--- config.mk ---
export PLATFORM = sky130hd
export DESIGN_NAME = dual_sensor_packet_select
export DESIGN_NICKNAME = d
export VERILOG_FILES = /design/src/hdl/dsps_pkg.sv /design/src/hdl/dsps_front.sv /design/src/hdl/dsps_queue.sv /design/src/hdl/dsps_back.sv /design/src/hdl/dual_sensor_packet_select.sv
export VERILOG_INCLUDE_DIRS = /design/src /design/src/hdl
export SDC_FILE = /design/constraint.sdc
export NUM_CORES = 1
export LEC_CHECK = 0
export BUFFER_PORTS_ARGS = -buffer_cell sky130_fd_sc_hd__buf_2
export CAP_MARGIN = 0
export CORE_AREA = 4 4 205 207
export CTS_CLUSTER_DIAMETER = 30
export CTS_CLUSTER_SIZE = 25
export DETAILED_ROUTE_END_ITERATION = 8
export DIE_AREA = 0 0 209 211
export PLACE_DENSITY = 0.78
export SLEW_MARGIN = 10
export SYNTH_ARGS = -nofsm -noshare
export SYNTH_HDL_FRONTEND = slang
export SYNTH_SLANG_ARGS = --single-unit
--- constraint.sdc ---
create_clock -name clk -period 19.1 [get_ports clk]
set_input_delay 0 -clock clk [delete_from_list [all_inputs] [get_ports clk]]
set_output_delay 0 -clock clk [all_outputs]
set_load 0.01 [all_outputs]
--- src/hdl/assert_macros.svh ---
// Assertion macros shared by the dual sensor packet select RTL.
// No dependencies; the assertion bodies drop out when SYNTHESIS is defined.
`ifndef ASSERT_MACROS_SVH
`define ASSERT_MACROS_SVH
`ifndef SYNTHESIS
`define ASSERT_ALWAYS(label, clk, rst_n, cond) \
    label: assert property (@(posedge clk) disable iff (!rst_n) (cond)) \
        else $error("invariant violated");
`define ASSERT_IMPLY(label, clk, rst_n, ante, cons) \
    label: assert property (@(posedge clk) disable iff (!rst_n) (ante) |-> (cons)) \
        else $error("same-cycle implication violated");
`define ASSERT_NEXT(label, clk, rst_n, ante, cons) \
    label: assert property (@(posedge clk) disable iff (!rst_n) (ante) |=> (cons)) \
        else $error("next-cycle implication violated");
`else
`define ASSERT_ALWAYS(label, clk, rst_n, cond)
`define ASSERT_IMPLY(label, clk, rst_n, ante, cons)
`define ASSERT_NEXT(label, clk, rst_n, ante, cons)
`endif
`endif

--- src/hdl/dsps_pkg.sv ---
// Package for the dual sensor packet select block: constants, codes and types.
// No dependencies.
`default_nettype none

package dsps_pkg;

    localparam int COUNT_WIDTH_DEF = 32;
    localparam int QUEUE_DEPTH     = 2;

    localparam logic [14:0]        MIN_RANGE_RST = 15'd50;
    localparam logic [14:0]        MAX_RANGE_RST = 15'd2000;
    localparam logic [15:0]        TIMEOUT_RST   = 16'd500;
    localparam logic [14:0]        OFFLINE_RANGE = 15'd32767;
    localparam logic signed [15:0] ANGLE_LIMIT   = 16'sd180;
    localparam logic [15:0]        AGE_MAX       = 16'hFFFF;

    typedef enum logic [1:0] {
        CFG_MIN_RANGE = 2'd0,
        CFG_MAX_RANGE = 2'd1,
        CFG_TIMEOUT   = 2'd2
    } cfg_index_t;

    typedef enum logic [1:0] {
        KIND_BYTE   = 2'd0,
        KIND_ACCEPT = 2'd1,
        KIND_REJECT = 2'd2,
        KIND_TICK   = 2'd3
    } cmd_kind_t;

    typedef struct packed {
        cmd_kind_t          kind;
        logic               channel;
        logic signed [8:0]  angle;
        logic [14:0]        range;
    } cmd_t;

    typedef struct packed {
        logic [14:0] min_range;
        logic [14:0] max_range;
        logic [15:0] timeout_ticks;
    } cfg_t;

endpackage

`default_nettype wire

--- src/hdl/dsps_front.sv ---
// Front end: assembles per-channel byte packets and classifies each item.
// Depends on dsps_pkg.
`default_nettype none

module dsps_front
(
    input  wire logic         clk,
    input  wire logic         rst_n,
    input  wire logic         push,
    input  wire logic         opcode,
    input  wire logic         channel,
    input  wire logic [7:0]   data_byte,
    input  wire dsps_pkg::cfg_t cfg,
    output dsps_pkg::cmd_t    cmd
);

    logic [1:0] pos_reg  [2];
    logic [1:0] pos_next [2];
    logic [7:0] buf_reg  [2][3];

    logic [1:0]         pos_sel;
    logic signed [15:0] ang;
    logic [15:0]        rng;
    logic               pass;

    always_comb
    begin
        pos_sel = pos_reg[channel];
        ang     = {buf_reg[channel][1], buf_reg[channel][0]};
        rng     = {data_byte, buf_reg[channel][2]};
        pass    = (ang >= -dsps_pkg::ANGLE_LIMIT) && (ang <= dsps_pkg::ANGLE_LIMIT)
                  && !rng[15]
                  && (rng[14:0] >= cfg.min_range) && (rng[14:0] <= cfg.max_range);

        cmd.channel = channel;
        cmd.angle   = ang[8:0];
        cmd.range   = rng[14:0];
        pos_next    = pos_reg;
        if (opcode)
        begin
            cmd.kind = dsps_pkg::KIND_TICK;
        end
        else if (pos_sel != 2'd3)
        begin
            cmd.kind          = dsps_pkg::KIND_BYTE;
            pos_next[channel] = pos_sel + 2'd1;
        end
        else
        begin
            cmd.kind          = pass ? dsps_pkg::KIND_ACCEPT : dsps_pkg::KIND_REJECT;
            pos_next[channel] = 2'd0;
        end
    end

    always_ff @(posedge clk or negedge rst_n)
    begin
        if (!rst_n)
        begin
            pos_reg[0] <= 2'd0;
            pos_reg[1] <= 2'd0;
        end
        else if (push)
        begin
            pos_reg <= pos_next;
        end
    end

    // Packet bytes need no reset: only bytes written earlier in a packet are read
    always_ff @(posedge clk)
    begin
        if (push && !opcode && (pos_sel != 2'd3))
        begin
            buf_reg[channel][pos_sel] <= data_byte;
        end
    end

endmodule

`default_nettype wire

--- src/hdl/dsps_queue.sv ---
// Short command queue between front and back end.
// Depends on dsps_pkg and assert_macros.svh.
`default_nettype none
`include "assert_macros.svh"

module dsps_queue
(
    input  wire logic           clk,
    input  wire logic           rst_n,
    input  wire logic           push,
    input  wire dsps_pkg::cmd_t push_cmd,
    input  wire logic           pop,
    output dsps_pkg::cmd_t      head_cmd,
    output logic                full,
    output logic                empty
);

    localparam int DEPTH = dsps_pkg::QUEUE_DEPTH;
    localparam int PTR_W = (DEPTH > 1) ? $clog2(DEPTH) : 1;
    localparam int CNT_W = $clog2(DEPTH + 1);

    dsps_pkg::cmd_t mem [DEPTH];

    logic [PTR_W-1:0] wr_ptr_reg;
    logic [PTR_W-1:0] rd_ptr_reg;
    logic [CNT_W-1:0] count_reg;

    assign full     = (count_reg == CNT_W'(DEPTH));
    assign empty    = (count_reg == '0);
    assign head_cmd = mem[rd_ptr_reg];

    always_ff @(posedge clk or negedge rst_n)
    begin
        if (!rst_n)
        begin
            wr_ptr_reg <= '0;
            rd_ptr_reg <= '0;
            count_reg  <= '0;
        end
        else
        begin
            if (push)
            begin
                wr_ptr_reg <= (wr_ptr_reg == PTR_W'(DEPTH - 1)) ? '0 : wr_ptr_reg + 1'b1;
            end
            if (pop)
            begin
                rd_ptr_reg <= (rd_ptr_reg == PTR_W'(DEPTH - 1)) ? '0 : rd_ptr_reg + 1'b1;
            end
            if (push && !pop)
            begin
                count_reg <= count_reg + 1'b1;
            end
            else if (pop && !push)
            begin
                count_reg <= count_reg - 1'b1;
            end
        end
    end

    always_ff @(posedge clk)
    begin
        if (push)
        begin
            mem[wr_ptr_reg] <= push_cmd;
        end
    end

    `ASSERT_ALWAYS(a_count_bound, clk, rst_n, count_reg <= CNT_W'(DEPTH))
    `ASSERT_ALWAYS(a_no_overflow, clk, rst_n, !(push && full))
    `ASSERT_ALWAYS(a_no_underflow, clk, rst_n, !(pop && empty))

endmodule

`default_nettype wire

--- src/hdl/dsps_back.sv ---
// Back end: applies queued commands to channel state and registers each result.
// Depends on dsps_pkg and assert_macros.svh.
`default_nettype none
`include "assert_macros.svh"

module dsps_back
#(
    parameter int COUNT_WIDTH = dsps_pkg::COUNT_WIDTH_DEF
)
(
    input  wire logic           clk,
    input  wire logic           rst_n,
    input  wire dsps_pkg::cmd_t cmd,
    input  wire logic           empty,
    input  wire logic [15:0]    timeout_ticks,
    output logic                pop,
    output logic                m_tvalid,
    input  wire logic           m_tready,
    output logic [95:0]         m_tdata,
    output logic [1:0]          m_tuser
);

    logic signed [8:0]      angle_reg [2];
    logic signed [8:0]      angle_next [2];
    logic [14:0]            range_reg [2];
    logic [14:0]            range_next [2];
    logic [15:0]            age_reg [2];
    logic [15:0]            age_next [2];
    logic [COUNT_WIDTH-1:0] good_reg [2];
    logic [COUNT_WIDTH-1:0] good_next [2];
    logic [COUNT_WIDTH-1:0] bad_reg [2];
    logic [COUNT_WIDTH-1:0] bad_next [2];

    logic                   m_tvalid_reg;
    logic                   done_reg;
    logic                   accepted_reg;
    logic [90:0]            data_reg;

    logic                   online [2];
    logic [14:0]            eff_range [2];
    logic signed [8:0]      eff_angle [2];
    logic                   left_wins;
    logic [COUNT_WIDTH+31:0] good_wide;
    logic [COUNT_WIDTH+31:0] bad_wide;
    logic [90:0]            data_next;

    // Pop when the output register is free or is being drained this cycle
    assign pop      = !empty && (!m_tvalid_reg || m_tready);
    assign m_tvalid = m_tvalid_reg;
    assign m_tdata  = {5'd0, data_reg};
    assign m_tuser  = {accepted_reg, done_reg};

    always_comb
    begin
        angle_next = angle_reg;
        range_next = range_reg;
        age_next   = age_reg;
        good_next  = good_reg;
        bad_next   = bad_reg;
        case (cmd.kind)
            dsps_pkg::KIND_ACCEPT:
            begin
                angle_next[cmd.channel] = cmd.angle;
                range_next[cmd.channel] = cmd.range;
                age_next[cmd.channel]   = 16'd0;
                good_next[cmd.channel]  = good_reg[cmd.channel] + 1'b1;
            end
            dsps_pkg::KIND_REJECT:
            begin
                bad_next[cmd.channel] = bad_reg[cmd.channel] + 1'b1;
            end
            dsps_pkg::KIND_TICK:
            begin
                for (int c = 0; c < 2; c++)
                begin
                    if (age_reg[c] != dsps_pkg::AGE_MAX)
                    begin
                        age_next[c] = age_reg[c] + 16'd1;
                    end
                end
            end
            default:
            begin
            end
        endcase

        for (int c = 0; c < 2; c++)
        begin
            online[c]    = (age_next[c] <= timeout_ticks);
            eff_range[c] = online[c] ? range_next[c] : dsps_pkg::OFFLINE_RANGE;
            eff_angle[c] = online[c] ? angle_next[c] : 9'sd0;
        end
        left_wins = (eff_range[0] <= eff_range[1]);

        good_wide = {32'd0, good_next[cmd.channel]};
        bad_wide  = {32'd0, bad_next[cmd.channel]};
        data_next = {bad_wide[31:0], good_wide[31:0],
                     {1'b0, left_wins ? eff_range[0] : eff_range[1]},
                     left_wins ? eff_angle[0] : eff_angle[1],
                     online[1], online[0]};
    end

    always_ff @(posedge clk or negedge rst_n)
    begin
        if (!rst_n)
        begin
            for (int c = 0; c < 2; c++)
            begin
                angle_reg[c] <= 9'sd0;
                range_reg[c] <= dsps_pkg::OFFLINE_RANGE;
                age_reg[c]   <= 16'd0;
                good_reg[c]  <= '0;
                bad_reg[c]   <= '0;
            end
            m_tvalid_reg <= 1'b0;
        end
        else if (pop)
        begin
            angle_reg    <= angle_next;
            range_reg    <= range_next;
            age_reg      <= age_next;
            good_reg     <= good_next;
            bad_reg      <= bad_next;
            m_tvalid_reg <= 1'b1;
        end
        else if (m_tready)
        begin
            m_tvalid_reg <= 1'b0;
        end
    end

    always_ff @(posedge clk)
    begin
        if (pop)
        begin
            done_reg     <= (cmd.kind == dsps_pkg::KIND_ACCEPT)
                            || (cmd.kind == dsps_pkg::KIND_REJECT);
            accepted_reg <= (cmd.kind == dsps_pkg::KIND_ACCEPT);
            data_reg     <= data_next;
        end
    end

    `ASSERT_IMPLY(a_accept_is_done, clk, rst_n, m_tvalid_reg && accepted_reg, done_reg)
    `ASSERT_NEXT(a_accept_clears_age, clk, rst_n,
        pop && cmd.kind == dsps_pkg::KIND_ACCEPT && !cmd.channel, age_reg[0] == 16'd0)
    `ASSERT_NEXT(a_age_saturates, clk, rst_n,
        pop && cmd.kind == dsps_pkg::KIND_TICK && age_reg[1] == dsps_pkg::AGE_MAX,
        age_reg[1] == dsps_pkg::AGE_MAX)

endmodule

`default_nettype wire

--- src/hdl/dual_sensor_packet_select.sv ---
// Dual sensor packet select: top level with configuration registers.
// Depends on dsps_pkg, dsps_front, dsps_queue and dsps_back.
//
// Usage:
//   Input stream (s_*): one item per transfer. s_tuser[0] is the opcode
//   (0 = received byte, 1 = millisecond tick), s_tuser[1] the channel
//   (0 left, 1 right); s_tdata carries the byte. Every fourth byte of a
//   channel closes a little-endian packet (angle, then range).
//   Output stream (m_*): exactly one result per input item, in order.
//   m_tuser flags packet completion and acceptance; m_tdata carries the
//   online flags, the chosen angle and range and the counts of the channel
//   named by the input item.
//   Path: an item is registered in the command queue and then in the
//   output register.
//   Throughput: one item per cycle while m_tready is high; the back end
//   updates all channel state once per item, so the command queue only
//   fills when the receiver stalls.
//   Stall: while m_tready is low the result holds, up to two classified items
//   wait in the queue, and s_tready drops once the queue is full.
//   Reset: clears packet assembly, stored values, ages and counts; ranges
//   restart as 32767 and the registers return to 50, 2000 and 500.
//   Configuration: write with cfg_we/cfg_index/cfg_data while the block is idle.
`default_nettype none

module dual_sensor_packet_select
#(
    parameter int COUNT_WIDTH = dsps_pkg::COUNT_WIDTH_DEF
)
(
    input  wire logic        clk,
    input  wire logic        rst_n,
    input  wire logic        cfg_we,
    input  wire logic [1:0]  cfg_index,
    input  wire logic [15:0] cfg_data,
    input  wire logic        s_tvalid,
    output logic             s_tready,
    input  wire logic [7:0]  s_tdata,   // [7:0] data_byte
    input  wire logic [1:0]  s_tuser,   // [0] opcode, [1] channel
    output logic             m_tvalid,
    input  wire logic        m_tready,
    // [0] left_online, [1] right_online, [10:2] chosen_angle,
    // [26:11] chosen_range, [58:27] channel_good_count,
    // [90:59] channel_bad_count, [95:91] zero
    output logic [95:0]      m_tdata,
    output logic [1:0]       m_tuser    // [0] packet_done, [1] packet_accepted
);

    dsps_pkg::cfg_t cfg_reg;
    dsps_pkg::cmd_t front_cmd;
    dsps_pkg::cmd_t head_cmd;

    logic push;
    logic pop;
    logic q_full;
    logic q_empty;

    // Register writes; an index beyond the register list is dropped
    always_ff @(posedge clk or negedge rst_n)
    begin
        if (!rst_n)
        begin
            cfg_reg.min_range     <= dsps_pkg::MIN_RANGE_RST;
            cfg_reg.max_range     <= dsps_pkg::MAX_RANGE_RST;
            cfg_reg.timeout_ticks <= dsps_pkg::TIMEOUT_RST;
        end
        else if (cfg_we)
        begin
            unique case (dsps_pkg::cfg_index_t'(cfg_index))
                dsps_pkg::CFG_MIN_RANGE: cfg_reg.min_range     <= cfg_data[14:0];
                dsps_pkg::CFG_MAX_RANGE: cfg_reg.max_range     <= cfg_data[14:0];
                dsps_pkg::CFG_TIMEOUT:   cfg_reg.timeout_ticks <= cfg_data;
                default:
                begin
                end
            endcase
        end
    end

    // Take an item whenever the queue has room
    assign s_tready = !q_full;
    assign push     = s_tvalid && s_tready;

    dsps_front u_front
    (
        .clk       (clk),
        .rst_n     (rst_n),
        .push      (push),
        .opcode    (s_tuser[0]),
        .channel   (s_tuser[1]),
        .data_byte (s_tdata),
        .cfg       (cfg_reg),
        .cmd       (front_cmd)
    );

    dsps_queue u_queue
    (
        .clk      (clk),
        .rst_n    (rst_n),
        .push     (push),
        .push_cmd (front_cmd),
        .pop      (pop),
        .head_cmd (head_cmd),
        .full     (q_full),
        .empty    (q_empty)
    );

    dsps_back #(
        .COUNT_WIDTH (COUNT_WIDTH)
    ) u_back
    (
        .clk           (clk),
        .rst_n         (rst_n),
        .cmd           (head_cmd),
        .empty         (q_empty),
        .timeout_ticks (cfg_reg.timeout_ticks),
        .pop           (pop),
        .m_tvalid      (m_tvalid),
        .m_tready      (m_tready),
        .m_tdata       (m_tdata),
        .m_tuser       (m_tuser)
    );

endmodule

`default_nettype wire
==> results.py, run 1 <==
metrics = {
    "status": {
        "status": "complete, no violations",
    },
    "routing": {
        "drt_iter0_drc": 1704,
        "topRoutingLayerUsed": "met4",
        "ant_nets": 0,
        "vias": 18500,
        "drc": 0,
        "met3WireLength_um": 3540,
        "dr.pass1.iters": 8,
        "wl_um": 60000,
        "drt-met1-wl_um": 24700,
        "wl_met2_um": 29300,
        "wl_per_cell_um": 19.8,
        "viasPerCell": 6.11,
    },
    "final_layout": {
        "instances_no_fill": 3028,
        "regArea_um2": 12500,
        "num-fill-cells": 2740,
        "diodes": 0,
        "multi_input_area_um2": 10600,
        "largest_reg_flops": 90,
        "drive_above_1_share_pct": 18.0,
        "fin_nets": 2542,
        "area_growth_pct": 19.5,
    },
    "setup_path": {
        "cp-start-kind": "flop",
        "crit_path_end_kind": "flop",
        "cp.required_ps": 19400,
        "cp_max_fo": 61,
        "criticalPathCategory": "reg2reg",
        "critPathArrivalTime_ps": 8540,
    },
    "floorplanning": {
        "num_io_pins": 133,
        "std_cell_rows": 74,
        "die_width_um": 209,
        "dieArea_um2": 44100,
        "initial_utilization_pct": 59.1,
        "die_h_um": 211,
        "core-area_um2": 40400,
    },
    "clocking": {
        "clock_latency_ps": 620,
        "hold_buffers": 57,
        "cts_sinks": 457,
        "cts_resized": 0,
        "cts_setup_buffers": 0,
        "cts-root-buf": "clkbuf_16",
        "tritoncts": "built",
        "cts.clk_slew.worst_paths_ps": 50,
        "htree_levels": 3,
        "numCtsBuffers": 89,
        "cts_buffer_depth": 3,
    },
    "synthesis": {
        "synth_flop_cell": "dfrtp_1",
        "syn_area_um2": 23800,
        "synth_cell_types": 83,
        "syn_area_per_cell_um2": 10.7,
        "netlist_instances": 2230,
        "synth_seq_cells": 457,
        "synth.yosys.warnings": 0,
        "synthArstFlopShare_pct": 57.5,
        "synth-edff-count": 194,
        "yosysSeqAreaShare_pct": 52.3,
    },
    "run": {
        "cap_violations": 0,
    },
    "power": {
        "finalPower_uw": 4310,
        "p_leak_uw": 0.0119,
        "power_per_cell_area_nw_per_um2": 151,
        "vdd_drop_max_mv": 0.101,
    },
    "timing": {
        "fin_crit_sh_pct": 43.2,
        "fin_ws_ps": 10850,
        "worstMarginPinSlew_ps": 1270,
        "finClkSkew_ps": 22.7,
        "fmax_mhz": 121,
        "finalMaxSlewViolations": 0,
        "worst_slew_margin_rel_pct": 14.4,
        "rsz0062_at_grt": "false",
        "finalHoldViolCount": 0,
        "setup_viol": 0,
        "setup_tns_ps": 0,
        "post-route-min-period_ps": 8250,
    },
    "global_routing": {
        "grt_pass1_vias": 18700,
        "grt_overflow": 0,
        "track_usage_pct": 27.1,
        "antenna_found_initial": 0,
        "grt_pass1_wl_um": 98100,
        "grt_max_degree": 125,
    },
    "worst_hold_path": {
        "holdCritPathClass": "in2async",
    },
    "placement": {
        "io_buffers": 126,
        "pre_cts_ws_ps": 11060,
        "post-dp-hpwl_um": 38300,
        "place_congestion": 0.921,
        "placedCellCount": 2804,
    },
}
## cells in the mapped netlist (6+ instances only)
| cell | count | share of area (%) |
|---|---|---|
| dfrtp_1 | 218 | 23 |
| o22ai_1 | 7 | 0.18 |
| o32ai_1 | 9 | 0.33 |
| a21o_1 | 21 | 0.66 |
| nand2_1 | 289 | 4.5 |
| o211ai_1 | 7 | 0.22 |
| nor4_1 | 21 | 0.55 |
| and4_1 | 6 | 0.22 |
| nand3b_1 | 8 | 0.25 |
| a221oi_1 | 17 | 0.62 |
| o2111ai_1 | 9 | 0.33 |
| nor2_1 | 145 | 2.3 |
| xor2_1 | 73 | 2.7 |
| dfstp_2 | 45 | 5.0 |
| and2_1 | 10 | 0.26 |
| nor3_1 | 40 | 0.84 |
| a211oi_1 | 24 | 0.76 |
| buf_1 | 11 | 0.17 |
| xnor2_1 | 113 | 4.2 |
| mux2i_1 | 115 | 4.8 |
| buf_2 | 17 | 0.36 |
| a31oi_1 | 28 | 0.73 |
| buf_4 | 9 | 0.28 |
| nand4_1 | 48 | 1.3 |
| clkbuf_1 | 73 | 1.1 |
| a21oi_1 | 65 | 1.4 |
| a41oi_1 | 7 | 0.26 |
| o21ai_0 | 118 | 2.5 |
| nand3_1 | 118 | 2.5 |
| nand2b_1 | 9 | 0.24 |
| and3_1 | 23 | 0.60 |
| ha_1 | 89 | 4.7 |
| mux2_2 | 62 | 2.9 |
| a22o_1 | 10 | 0.37 |
| edfxtp_1 | 194 | 24 |
| inv_1 | 86 | 1.4 |
## through the flow
step / hold slack [ps] / cell area (µm²) / util (%)
2_1_floorplan: -296 / 23900 / -
3_3_place_gp: 157 / 24900 / 61.7
3_5_place_dp: 159 / 24900 / 61.7
4_1_cts: 115 / 28500 / 70.6
5_1_grt: 166 / 28500 / 70.6
6_report: 52.0 / 28500 / 70.6
## cell families (layout without fill, tap and decap cells)
group	Yosys count	after routing	synth area share, %
AOI/OAI and AO/OA	362	362	9.83
xor gates and xnor gates	186	186	6.83
adders and majority gates	89	89	4.67
buffers and inverters	204	465	3.57
DFF	457	457	52.3
muxes	180	180	7.94
other	1	6	0.0157
and+or+nand+nor	751	751	14.9
## area by class of cell
type / instances / share of cell area (%)
timing repair buffer: 208 / 4.91
sequential: 457 / 43.7
tap: 532 / 2.34
multi-input combinational: 1574 / 37.2
clock buffer: 109 / 8.77
clock inverter: 58 / 1.86
inverter: 90 / 1.19
## placed cells by master (no fill, tap or decap), types with 8 or more instances in the layout
| cell | count |
|---|---|
| nand2b_1 | 9 |
| nand3_1 | 118 |
| nor4_1 | 21 |
| nor3_1 | 38 |
| nand3b_1 | 8 |
| edfxtp_1 | 194 |
| dlygate4sd3_1 | 57 |
| inv_6 | 14 |
| and2_1 | 10 |
| inv_1 | 86 |
| nand2_1 | 289 |
| buf_2 | 125 |
| a221oi_1 | 17 |
| and3_1 | 23 |
| nand4_1 | 48 |
| a22o_1 | 10 |
| clkinv_2 | 16 |
| ha_1 | 88 |
| dfstp_2 | 45 |
| nor2_1 | 144 |
| o21ai_0 | 118 |
| dfrtp_1 | 218 |
| a31oi_1 | 27 |
| a21oi_1 | 65 |
| a211oi_1 | 24 |
| clkinvlp_4 | 9 |
| xor2_1 | 73 |
| clkbuf_16 | 95 |
| o2111ai_1 | 9 |
| mux2i_1 | 115 |
| o32ai_1 | 9 |
| a21o_1 | 21 |
| buf_4 | 25 |
| mux2_2 | 62 |
| xnor2_1 | 113 |
## worst paths after layout
check | start | end | slack, ps | cells past startpoint
worst max-delay path | u_queue.rd_ptr_reg | u_back.data_reg[2] | 10850 | 23
worst min-delay path | rst_n | u_back.bad_reg[60] | 50 | 2
worst max register to register | u_queue.rd_ptr_reg | u_back.data_reg[2] | 10850 | 23
worst min register to register | u_back.bad_reg[63] | u_back.bad_reg[63] | 480 | 1
max in group asynchronous | rst_n | u_back.angle_reg[13] | 17320 | 3
min in group clk | cfg_data[15] | cfg_reg[15] | 180 | 3
## metal layers
| metal | track usage, % | vias up |
|---|---|---|
| met3 | 5.24 | 188 |
| met5 | 0 | - |
| met4 | 12.0 | 0 |
| li1 | - | 8439 |
| met1 | 35.0 | 9133 |
| met2 | 45.2 | 736 |
## worst max-delay path, cell delays in order (launching register included)
cell	delay, ps
dfrtp_1	320
buf_4	410
mux2i_1	180
inv_1	110
ha_2	160
buf_4	490
clkinv_1	130
buf_4	280
o21ai_0	1020
o21ai_0	330
a32o_1	300
ha_1	290
nand4_1	90
nor2_1	110
nand3_1	510
a221oi_1	540
inv_1	80
ha_1	300
a21o_1	110
a21o_1	110
a21oi_1	70
o211ai_1	640
and2_1	1050
o32ai_1	240
## where the power goes
group | internal (µW) | switching (µW)
registers | 1330 | 120
logic | 483 | 840
clock network | 998 | 543
(Power assumes the default switching activity.)
==> run 2: changes to the inputs <==
- CORE_AREA: 4 4 205 207 -> 4 4 212 214
- DIE_AREA: 0 0 209 211 -> 0 0 216 218
- PLACE_DENSITY: 0.78 -> 0.76
- clock period: 19.1 -> 7 ns (I/O delays scaled with it)
==> results.py, run 2 (synthesis results as in run 1) <==
metrics = {
    "timing": {
        "fin_crit_sh_pct": 93.4,
        "worst_slew_margin_rel_pct": 18.0,
        "fmax_mhz": 153,
        "hold-worst-slack_ps": -1.61,
        "worstMarginPinSlew_ps": 1230,
        "post-route-min-period_ps": 6540,
        "rsz0062_at_grt": "false",
        "finalHoldViolCount": 1,
        "setup_tns_ps": 0,
        "setup_viol": 0,
        "finClkSkew_ps": 23.8,
        "finalMaxSlewViolations": 0,
    },
    "routing": {
        "drt_iter0_drc": 1548,
        "vias": 18200,
        "dr.pass1.iters": 6,
        "drc": 0,
        "wl_per_cell_um": 19.3,
        "ant_nets": 0,
        "viasPerCell": 5.86,
        "wl_um": 59700,
    },
    "setup_path": {
        "path_common_cell": "ha_1",
        "critPathTopFamily": "compound AO/OA/AOI/OAI gates",
        "cp-start-kind": "flop",
        "critPathLaunch": "u_back.age_reg[16]",
        "max_stage_delay_ps": 590,
        "criticalPathCategory": "reg2reg",
        "cp.required_ps": 7330,
        "cp_cell_sequence": "ha_1 > nand2_1 > or4_1 > o21ai_1 > o21ai_0 > a31oi_1 > ha_1 > a21oi_1 > nor2_1 > a211oi_1 > o311ai_2 > a221oi_1 > inv_1 > ha_1 > a21o_1 > a21o_1 > a221oi_1 > o211ai_1 > and2_1 > buf_4 > mux2i_1",
        "critPathArrivalTime_ps": 6870,
        "path_buf_inv": 2,
        "cp_max_fo": 16,
        "crit_path_end_kind": "flop",
        "crit_slowest_cell": "or4_1",
        "reg2reg_from": "u_back.age_reg[16]",
    },
    "final_layout": {
        "utilization_pct": 68.0,
        "final_cell_mix": "nand2_1, dfrtp_1, edfxtp_1",
        "fin_nets": 2552,
        "instances_no_fill": 3102,
        "diodes": 0,
        "mostFrequentLayoutCell": "nand2_1",
        "largest_reg_flops": 90,
        "drive_above_1_share_pct": 18.5,
        "area_growth_pct": 22.3,
    },
    "power": {
        "clkPwrFrac_pct": 39.3,
        "vdd_drop_max_mv": 0.368,
        "p_int_uw": 8370,
        "net-switching-power_uw": 4160,
        "p_sw_share_pct": 33.2,
        "p_leak_uw": 0.0121,
        "pwr-share-seq_pct": 31.6,
        "power_per_cell_area_nw_per_um2": 430,
        "combinationalPowerShare_pct": 29.1,
        "finalPower_uw": 12500,
    },
    "floorplanning": {
        "std_cell_rows": 76,
        "dieArea_um2": 47100,
        "core-area_um2": 42900,
        "num_io_pins": 133,
        "die_h_um": 218,
        "die_width_um": 216,
        "initial_utilization_pct": 55.6,
    },
    "placement": {
        "place_congestion": 0.890,
        "placedCellCount": 2860,
        "io_buffers": 126,
        "post-dp-hpwl_um": 38700,
    },
    "clocking": {
        "cts_sinks": 457,
        "cts-root-buf": "clkbuf_16",
        "tritoncts": "built",
        "htree_levels": 3,
        "cts_buffer_depth": 3,
        "cts.clk_slew.worst_paths_ps": 40,
        "clock_latency_ps": 630,
        "cts_setup_buffers": 0,
        "numCtsBuffers": 100,
    },
    "global_routing": {
        "grt_overflow": 0,
        "grt_max_degree": 170,
        "grt_pass1_wl_um": 97000,
        "track_usage_pct": 25.4,
        "grt_pass1_vias": 18400,
        "antenna_found_initial": 0,
    },
    "status": {
        "failed_checks": "hold timing",
        "status": "finished, violations left",
    },
    "worst_hold_path": {
        "holdCritPathClass": "in2async",
    },
    "run": {
        "cap_violations": 0,
    },
}
==> run 2: cell count changes in the layout (fill, tap and decap cells not counted), moves of 3 or more <==
cell | previous run | this run
clkinv_1 | 4 | 12
dlygate4sd3_1 | 57 | 53
clkinv_4 | 6 | 3
clkbuf_1 | 7 | 10
inv_6 | 14 | 10
clkbuf_16 | 95 | 106
inv_8 | 7 | 0
bufinv_16 | 4 | 16
clkinvlp_4 | 9 | 12
==> run 2: routing by layer <==
layer	global-route usage, %	share of wire (%)
met2	41.9	48
met5	0	0
met3	4.77	6.1
met4	9.54	3.4
met1	33.7	42
==> run 2: cell type report <==
cell class / count / area [µm²]
fill: 3077 / 13700
sequential: 457 / 12500
multi-input combinational: 1574 / 10600
clock buffer: 122 / 2770
timing repair buffer: 207 / 1390
clock inverter: 67 / 828
tap: 585 / 732
inverter: 90 / 340
==> run 2: power by group through the flow <==
stage	clock network (µW)	registers [µW]	logic, µW
global placement	0	3970	3430
CTS	4980	3950	3610
detailed placement	0	3990	3540
global route	5140	4020	4030
finish	4930	3960	3640
floorplan	0	4010	2450
==> run 2: final timing paths <==
check	depth (start not counted)	endpoint	slack (ps)
setup / recovery	21	u_back.data_reg[12]	460
hold / removal	2	u_back.bad_reg[29]	-2
setup reg to reg	21	u_back.data_reg[12]	460
hold reg to reg	1	u_back.bad_reg[63]	470
max in group asynchronous	3	u_back.angle_reg[11]	5630
min in group clk	3	cfg_reg[15]	170
==> run 2: metrics by stage <==
stage | setup WS, ps | cell area (µm²)
after global routing | 49.1 | 29200
after global placement | 668 | 25000
final | 461 | 29200
after CTS | 467 | 29100
after floorplan | 642 | 23900
after detailed placement | 520 | 25000
==> run 2: repair_timing <==
action | 4_1_cts | 5_1_grt
resized for setup | 0 | 5
endpoints found under the setup margin | 0 | 15
hold buffers | 53 | 0
hold endpoints to repair | 214 | 0
